--- src/sv/pstb_pkg.sv ---
// Package for the periodic soft timer bank.
// Holds the command codes, the field widths and the layout of one slot word.
// No dependencies.
`timescale 1ns / 1ps
`default_nettype none

package pstb_pkg;

    localparam int SLOT_COUNT_DEFAULT = 4;

    localparam int OPCODE_W     = 3;
    localparam int SLOT_INDEX_W = 2;
    localparam int PERIOD_W     = 32;
    localparam int FIRED_W      = 4;
    localparam int IN_USE_W     = 3;

    localparam int S_TDATA_W = 40;
    localparam int M_TDATA_W = 8;

    typedef enum logic [OPCODE_W-1:0] {
        OP_TICK     = 3'd0,
        OP_REGISTER = 3'd1,
        OP_START    = 3'd2,
        OP_STOP     = 3'd3,
        OP_RESUME   = 3'd4
    } opcode_t;

    typedef struct packed {
        logic [PERIOD_W-1:0] period;
        logic [PERIOD_W-1:0] count;
    } slot_word_t;

endpackage

`default_nettype wire

--- src/sv/periodic_soft_timer_bank.sv ---
// Top level of the periodic soft timer bank.
// Depends on pstb_pkg and on pstb_ram, which holds the period and count of each slot.
`timescale 1ns / 1ps
`default_nettype none

// Every command word yields one result word. Register, start, stop, resume and unknown
// commands finish in the cycle they are accepted. A tick walks the registered slots through
// the slot RAM, one read per slot per cycle, with the update of a slot written back while
// the next slot is read. The result register lets a new command be accepted in the cycle
// its predecessor's result is taken.
module periodic_soft_timer_bank
    import pstb_pkg::*;
#(
    parameter int SLOT_COUNT = SLOT_COUNT_DEFAULT
) (
    input  wire logic                 clk,
    input  wire logic                 rst_n,
    input  wire logic                 s_axis_tvalid,
    output logic                      s_axis_tready,
    // Fields from bit 0: slot_index[1:0], period[33:2], zero fill.
    input  wire logic [S_TDATA_W-1:0] s_axis_tdata,
    // Fields from bit 0: opcode[2:0].
    input  wire logic [OPCODE_W-1:0]  s_axis_tuser,
    output logic                      m_axis_tvalid,
    input  wire logic                 m_axis_tready,
    // Fields from bit 0: fired[3:0], slots_in_use[6:4], rejected[7].
    output logic      [M_TDATA_W-1:0] m_axis_tdata
);

    localparam int AW = (SLOT_COUNT > 1) ? $clog2(SLOT_COUNT) : 1;
    localparam int CW = $clog2(SLOT_COUNT + 1);

    typedef enum logic [1:0] {
        ST_IDLE = 2'b01,
        ST_WALK = 2'b10
    } state_t;

    state_t                  state_reg, state_next;
    logic [CW-1:0]           regcnt_reg, regcnt_next;
    logic [SLOT_COUNT-1:0]   en_reg, en_next;
    logic [CW-1:0]           rd_ptr_reg, rd_ptr_next;
    logic                    pv_reg, pv_next;
    logic [AW-1:0]           pslot_reg, pslot_next;
    logic [FIRED_W-1:0]      fired_reg, fired_next;
    logic                    m_valid_reg, m_valid_next;
    logic [FIRED_W-1:0]      m_fired_reg, m_fired_next;
    logic [IN_USE_W-1:0]     m_inuse_reg, m_inuse_next;
    logic                    m_rej_reg, m_rej_next;

    logic                    ram_we;
    logic [AW-1:0]           ram_waddr;
    slot_word_t              ram_wdata;
    slot_word_t              ram_rdata;

    logic                    in_acc;
    opcode_t                 op;
    logic [SLOT_INDEX_W-1:0] idx;
    logic [PERIOD_W-1:0]     per;
    logic                    idx_ok;
    logic [PERIOD_W-1:0]     cnt_inc;
    logic                    slot_hit;
    logic                    slot_fire;
    logic                    emit;
    logic                    rej;

    assign s_axis_tready = (state_reg == ST_IDLE) && (!m_valid_reg || m_axis_tready);
    assign in_acc        = s_axis_tvalid && s_axis_tready;
    assign op            = opcode_t'(s_axis_tuser);
    assign idx           = s_axis_tdata[SLOT_INDEX_W-1:0];
    assign per           = s_axis_tdata[SLOT_INDEX_W +: PERIOD_W];
    assign idx_ok        = 32'(idx) < SLOT_COUNT;

    assign cnt_inc   = ram_rdata.count + PERIOD_W'(1);
    assign slot_hit  = pv_reg && (|(en_reg & (SLOT_COUNT'(1) << pslot_reg)));
    assign slot_fire = slot_hit && (cnt_inc >= ram_rdata.period);

    pstb_ram #(
        .WIDTH ($bits(slot_word_t)),
        .DEPTH (SLOT_COUNT)
    ) u_slot_ram (
        .clk     (clk),
        .wr_en   (ram_we),
        .wr_addr (ram_waddr),
        .wr_data (ram_wdata),
        .rd_addr (rd_ptr_reg[AW-1:0]),
        .rd_data (ram_rdata)
    );

    always_comb
    begin
        state_next   = state_reg;
        regcnt_next  = regcnt_reg;
        en_next      = en_reg;
        rd_ptr_next  = rd_ptr_reg;
        pv_next      = 1'b0;
        pslot_next   = pslot_reg;
        fired_next   = fired_reg;
        m_valid_next = m_valid_reg && !m_axis_tready;
        m_fired_next = m_fired_reg;
        m_inuse_next = m_inuse_reg;
        m_rej_next   = m_rej_reg;
        ram_we       = 1'b0;
        ram_waddr    = '0;
        ram_wdata    = '0;
        emit         = 1'b0;
        rej          = 1'b0;

        unique case (state_reg)
            ST_IDLE:
            begin
                if (in_acc)
                begin
                    emit = 1'b1;
                    unique case (op)
                        OP_TICK:
                        begin
                            emit        = 1'b0;
                            fired_next  = '0;
                            rd_ptr_next = '0;
                            state_next  = ST_WALK;
                        end
                        OP_REGISTER:
                        begin
                            if (regcnt_reg < SLOT_COUNT)
                            begin
                                ram_we           = 1'b1;
                                ram_waddr        = regcnt_reg[AW-1:0];
                                ram_wdata.period = per;
                                ram_wdata.count  = '0;
                                en_next          = en_reg | (SLOT_COUNT'(1) << regcnt_reg);
                                regcnt_next      = regcnt_reg + CW'(1);
                            end
                            else
                            begin
                                rej = 1'b1;
                            end
                        end
                        OP_START:
                        begin
                            if (idx_ok)
                            begin
                                ram_we           = 1'b1;
                                ram_waddr        = AW'(idx);
                                ram_wdata.period = per;
                                ram_wdata.count  = '0;
                                en_next          = en_reg | (SLOT_COUNT'(1) << idx);
                            end
                        end
                        OP_STOP:
                        begin
                            if (idx_ok)
                            begin
                                en_next = en_reg & ~(SLOT_COUNT'(1) << idx);
                            end
                        end
                        OP_RESUME:
                        begin
                            if (idx_ok)
                            begin
                                en_next = en_reg | (SLOT_COUNT'(1) << idx);
                            end
                        end
                        default:
                        begin
                            rej = 1'b0;
                        end
                    endcase
                    if (emit)
                    begin
                        m_fired_next = '0;
                    end
                end
            end
            ST_WALK:
            begin
                if (rd_ptr_reg < regcnt_reg)
                begin
                    pv_next     = 1'b1;
                    pslot_next  = rd_ptr_reg[AW-1:0];
                    rd_ptr_next = rd_ptr_reg + CW'(1);
                end
                if (slot_hit)
                begin
                    ram_we           = 1'b1;
                    ram_waddr        = pslot_reg;
                    ram_wdata.period = ram_rdata.period;
                    ram_wdata.count  = slot_fire ? '0 : cnt_inc;
                end
                for (int i = 0; i < FIRED_W; i++)
                begin
                    if (slot_fire && (32'(pslot_reg) == i))
                    begin
                        fired_next[i] = 1'b1;
                    end
                end
                if (rd_ptr_reg == regcnt_reg)
                begin
                    emit         = 1'b1;
                    m_fired_next = fired_next;
                    state_next   = ST_IDLE;
                end
            end
            default:
            begin
                state_next = ST_IDLE;
            end
        endcase

        if (emit)
        begin
            m_valid_next = 1'b1;
            m_inuse_next = IN_USE_W'(regcnt_next);
            m_rej_next   = rej;
        end
    end

    always_ff @(posedge clk or negedge rst_n)
    begin
        if (!rst_n)
        begin
            state_reg   <= ST_IDLE;
            regcnt_reg  <= '0;
            en_reg      <= '0;
            rd_ptr_reg  <= '0;
            pv_reg      <= 1'b0;
            m_valid_reg <= 1'b0;
        end
        else
        begin
            state_reg   <= state_next;
            regcnt_reg  <= regcnt_next;
            en_reg      <= en_next;
            rd_ptr_reg  <= rd_ptr_next;
            pv_reg      <= pv_next;
            m_valid_reg <= m_valid_next;
        end
    end

    always_ff @(posedge clk)
    begin
        pslot_reg   <= pslot_next;
        fired_reg   <= fired_next;
        m_fired_reg <= m_fired_next;
        m_inuse_reg <= m_inuse_next;
        m_rej_reg   <= m_rej_next;
    end

    assign m_axis_tvalid = m_valid_reg;
    assign m_axis_tdata  = {m_rej_reg, m_inuse_reg, m_fired_reg};

    a_regcnt_bound: assert property (@(posedge clk) disable iff (!rst_n)
        regcnt_reg <= SLOT_COUNT)
        else $error("registered slot count exceeds the bank size");

    a_inuse_tracks: assert property (@(posedge clk) disable iff (!rst_n)
        m_valid_reg |-> (m_inuse_reg == IN_USE_W'(regcnt_reg)))
        else $error("pending result disagrees with the registered slot count");

    a_pipe_slot: assert property (@(posedge clk) disable iff (!rst_n)
        pv_reg |-> ((state_reg == ST_WALK) && (CW'(pslot_reg) < regcnt_reg)))
        else $error("slot update outside the registered range");

    a_reject_full: assert property (@(posedge clk) disable iff (!rst_n)
        (m_valid_reg && m_rej_reg) |-> (regcnt_reg == SLOT_COUNT))
        else $error("register rejected while the bank has a free slot");

    a_walk_out_free: assert property (@(posedge clk) disable iff (!rst_n)
        (state_reg == ST_WALK) |-> !m_valid_reg)
        else $error("result register occupied during a tick walk");

endmodule

`default_nettype wire

--- src/sv/pstb_ram.sv ---
// Generic single-port-write, single-port-read RAM with a registered read.
// Used for the slot period and count store; no dependencies.
`timescale 1ns / 1ps
`default_nettype none

module pstb_ram #(
    parameter int WIDTH = 64,
    parameter int DEPTH = 4,
    localparam int AW = (DEPTH > 1) ? $clog2(DEPTH) : 1
) (
    input  wire logic             clk,
    input  wire logic             wr_en,
    input  wire logic [AW-1:0]    wr_addr,
    input  wire logic [WIDTH-1:0] wr_data,
    input  wire logic [AW-1:0]    rd_addr,
    output logic      [WIDTH-1:0] rd_data
);

    logic [WIDTH-1:0] mem [DEPTH];

    always_ff @(posedge clk)
    begin
        if (wr_en)
        begin
            mem[wr_addr] <= wr_data;
        end
        rd_data <= mem[rd_addr];
    end

endmodule

`default_nettype wire

--- config.mk ---
export PLATFORM = sky130hd
export DESIGN_NAME = periodic_soft_timer_bank
export DESIGN_NICKNAME = d
export VERILOG_FILES = /design/src/sv/pstb_pkg.sv /design/src/sv/periodic_soft_timer_bank.sv /design/src/sv/pstb_ram.sv
export SDC_FILE = /design/constraint.sdc
export NUM_CORES = 1
export LEC_CHECK = 0
export ABC_AREA = 1
export CORE_MARGIN = 2
export CORE_UTILIZATION = 40
export DETAILED_ROUTE_END_ITERATION = 12
export DONT_BUFFER_PORTS = 1
export HOLD_SLACK_MARGIN = 0.12
export PLACE_DENSITY = 0.65
export SYNTH_ARGS = -nofsm -noshare
export SYNTH_HDL_FRONTEND = slang
export SYNTH_SLANG_ARGS = --single-unit
--- constraint.sdc ---
create_clock -name clk -period 9.05 [get_ports clk]
set_input_delay 2.715 -clock clk [delete_from_list [all_inputs] [get_ports clk]]
set_output_delay 2.715 -clock clk [all_outputs]
set_load 0.01 [all_outputs]
==> results.rst <==
.. list-table::
   :header-rows: 1

   * - Metric
     - Value
   * - Status
     - finished clean
   * - CP bufs+invs
     - 0
   * - Share of Yosys cell area claimed by the top area cell type
     - a little over half
   * - Tmin final
     - approximately 5.6 ns
   * - Leftover overflow at the end of global routing
     - 0
   * - Main synth FF type
     - sky130_fd_sc_hd__edfxtp_1
   * - Starting DRT DRC Count
     - 715
   * - Worst endpoint data arrival time
     - 2.89 ns
   * - Routed len/inst
     - between 15 and 20 um
   * - GRT Resource Usage Total
     - ~16%
   * - Number of warning messages in the yosys log
     - 0
   * - Synth Register Bits
     - roughly 350
   * - Worst slew pin tran
     - between 1 and 1.5 ns
   * - Cell at the root of the clock tree
     - sky130_fd_sc_hd__clkbuf_16
   * - Total power after layout
     - 0.005161 W
   * - Post-cts gate resize count
     - 0
   * - Average via count per standard cell
     - 5.214
   * - CTS Hold Buffers Added
     - 0
   * - H-tree level count
     - 2
   * - Final period util
     - between 60 and 70%
   * - Instance area at placement
     - between 0.015 and 0.02 sq mm
   * - Post-synthesis async set-or-reset flop share
     - between 4 and 5%
   * - Residual antenna-violating net count after detailed routing
     - 0
   * - Number of global-route vias before repair
     - roughly 9300
   * - Number of max-cap violations
     - 0
   * - Mapped Nets
     - 1394
   * - Leak
     - 6.266 nW
   * - First-pass DRT Iterations
     - 5
   * - CTS clk-pin slew, worst paths
     - around 0.06 ns
   * - Layout overhead on the synthesized area
     - 11.35%
   * - Cell type of the slowest stage on the worst timing path
     - sky130_fd_sc_hd__nor2_1
   * - Core Footprint
     - roughly 0.036 sq mm
   * - Final count of pins violating max slew
     - 0
   * - Peak supply drop
     - between 0.00015 and 0.0002 V
   * - Power density over cell area
     - around 310 mW/mm^2
   * - Maximum buffer depth of the clock tree
     - 3
   * - Final count of hold timing violations
     - 0
   * - Overall die height
     - ~200 um
   * - Endpoint required time on the critical path
     - 6.34 ns
   * - Cell type with the highest aggregate area in the netlist
     - sky130_fd_sc_hd__edfxtp_1
   * - CTS tree
     - built
   * - Insertion delay of the later-clocked pin in the worst-skew pair
     - roughly 0.52 ns
   * - Biggest fanout along the worst timing path
     - 2
   * - DRC
     - 0
   * - CTS buffer count
     - 36
   * - Flip-flop count of the largest register, all copies and words added
     - 256
   * - IO Port Bufs
     - 0
   * - Top delay family on crit path
     - simple AND/OR/NAND/NOR gates
   * - Die Outline Area
     - 0.03845 sq mm
   * - Number of placement rows
     - 70
   * - Fraction of layout cells with a size suffix above 1
     - under 10%
   * - Initial antenna violation count
     - 0
   * - Sequential-to-total area share from yosys stat
     - about 66%
   * - Maximum number of pins on one net before global-route repair
     - roughly 90
   * - Critical Setup Path Class
     - input port to primary output
   * - Width of the die
     - slightly below 200 um
   * - Area of the mapped netlist
     - 0.01476 sq mm
   * - Number of enable-type register cells in the synthesized netlist
     - 270
   * - Slowest cell delay on critical path
     - ~0.11 ns
   * - TNS Setup
     - 0 ns
   * - Post-Syn Area per Cell
     - 11.33 sq um
   * - Count of nets after finishing
     - approximately 1400
   * - Routed via count
     - about 9300
   * - I/O pin total
     - 57
   * - Cell with the most instances after synthesis
     - sky130_fd_sc_hd__edfxtp_1
   * - Element type at the critical path start
     - input port
   * - Largest registers
     - u_slot_ram.mem x256, u_slot_ram.rd_data x64
   * - RSZ-0062 raised after global routing
     - false
   * - Register containing the most flip-flops in the final layout
     - u_slot_ram.mem
   * - Number of diodes added for antenna fixing
     - 0
   * - Kind of end point of the critical path
     - primary output
   * - Count of unique library cells instantiated by Yosys
     - 53
   * - Post-route design area
     - approximately 0.016 sq mm
   * - Post-detail-place hpwl
     - about 18000 um
   * - # clock sinks
     - about 350
   * - Post-synthesis cell count
     - 1303
   * - Inst Count DP
     - about 1700
   * - Ordered cell list for the critical path
     - nor2_1 > nor2_2
   * - Synth area leaders
     - sky130_fd_sc_hd__edfxtp_1, sky130_fd_sc_hd__dfxtp_1, sky130_fd_sc_hd__nor2_1, sky130_fd_sc_hd__o21ai_0, sky130_fd_sc_hd__o22ai_1
   * - Hold Crit Class
     - flip-flop to flip-flop
   * - Postcts setup bufs
     - 0
   * - Wire length of the first global-routing pass
     - roughly 50000 um
   * - Tightest slew margin relative to the limit
     - between 20% and 30%
   * - Most frequent cells after synthesis
     - sky130_fd_sc_hd__edfxtp_1, sky130_fd_sc_hd__nor2_1, sky130_fd_sc_hd__inv_1
   * - Final-report setup violation count
     - 0
   * - Non-filler instance count after layout
     - ~1800
   * - Initial core utilization
     - approximately two fifths
   * - Final Core Density
     - a little under half
   * - Final Wtd Congestion
     - approximately 0.87
   * - Setup Skew
     - roughly 0.021 ns
   * - Overall routed net length
     - 31070 um
   * - Highest clock frequency the design can meet
     - 0.1784 GHz
-- cells in the final DEF (no fill, tap or decap), types with 5 or more instances in the layout --
cell type                   count
sky130_fd_sc_hd__buf_4          9
sky130_fd_sc_hd__clkbuf_16     38
sky130_fd_sc_hd__edfxtp_1     270
sky130_fd_sc_hd__nand4_1        9
sky130_fd_sc_hd__xor2_1        16
sky130_fd_sc_hd__nor2_1       198
sky130_fd_sc_hd__dfxtp_1       64
sky130_fd_sc_hd__dfrtp_1       11
sky130_fd_sc_hd__o22ai_1       98
sky130_fd_sc_hd__ha_1          44
sky130_fd_sc_hd__nor3_1         9
sky130_fd_sc_hd__nand2_2        5
sky130_fd_sc_hd__inv_2          7
sky130_fd_sc_hd__nand2_1      109
sky130_fd_sc_hd__nor2_4        17
sky130_fd_sc_hd__a21oi_1       21
sky130_fd_sc_hd__o21ai_0      136
sky130_fd_sc_hd__inv_1        152
sky130_fd_sc_hd__clkbuf_8      11
sky130_fd_sc_hd__nand3_1       28
sky130_fd_sc_hd__clkbuf_1       6
-- through the flow --
step                      hold slack, ns  setup WS (ns)
after floorplan                   0.4717          2.205
after global placement            0.4798          3.344
after detailed placement          0.4891          3.321
after CTS                         0.5030          3.438
after global routing              0.5248          3.417
final                             0.4986          3.444
-- cells by family after synthesis --
| group | Yosys count | share of synthesized area, % |
|---|---|---|
| DFF | 348 | 66.00 |
| AOI/OAI and AO/OA | 275 | 10.71 |
| adders and majority gates | 44 | 3.730 |
| buffers and inverters | 213 | 5.595 |
| xor gates and xnor gates | 23 | 1.517 |
| and+or+nand+nor | 400 | 12.45 |
-- final cells by class --
cell class / count / area [sq um]
sequential: 348 / 9746
timing repair buffer: 9 / 67.56
multi-input combinational: 742 / 4215
clock buffer: 55 / 1125
fill: 3323 / 20000
tap: 468 / 585.6
clock inverter: 10 / 93.84
inverter: 160 / 601.8
-- where the power goes --
group	leakage, nW	internal, W	switching [W]
registers	3.19	0.00199	0.000160
logic	2.49	0.000488	0.00103
clock network	0.589	0.000889	0.000601
total	6.27	0.00337	0.00179
-- final timing paths --
check	from	slack (ns)	depth (start not counted)	to
worst min register to register	u_slot_ram.mem[0][6]	0.50	2	u_slot_ram.rd_data[6]
worst max register to register	u_slot_ram.rd_data[0]	4.69	21	u_slot_ram.mem[1][25]
worst min-delay path	u_slot_ram.mem[0][6]	0.50	2	u_slot_ram.rd_data[6]
worst max-delay path	m_axis_tready	3.44	2	s_axis_tready
min in group asynchronous	rst_n	1.88	0	en_reg[0]
max in group asynchronous	rst_n	6.98	0	state_reg[0]
-- layer usage --
layer | track usage (%) | share of wire [%]
met2 | 27.15 | 47
met3 | 2.596 | 4.4
met1 | 22.26 | 46
met5 | 0 | 0
met4 | 4.994 | 2.4
(Power assumes the default switching activity.)
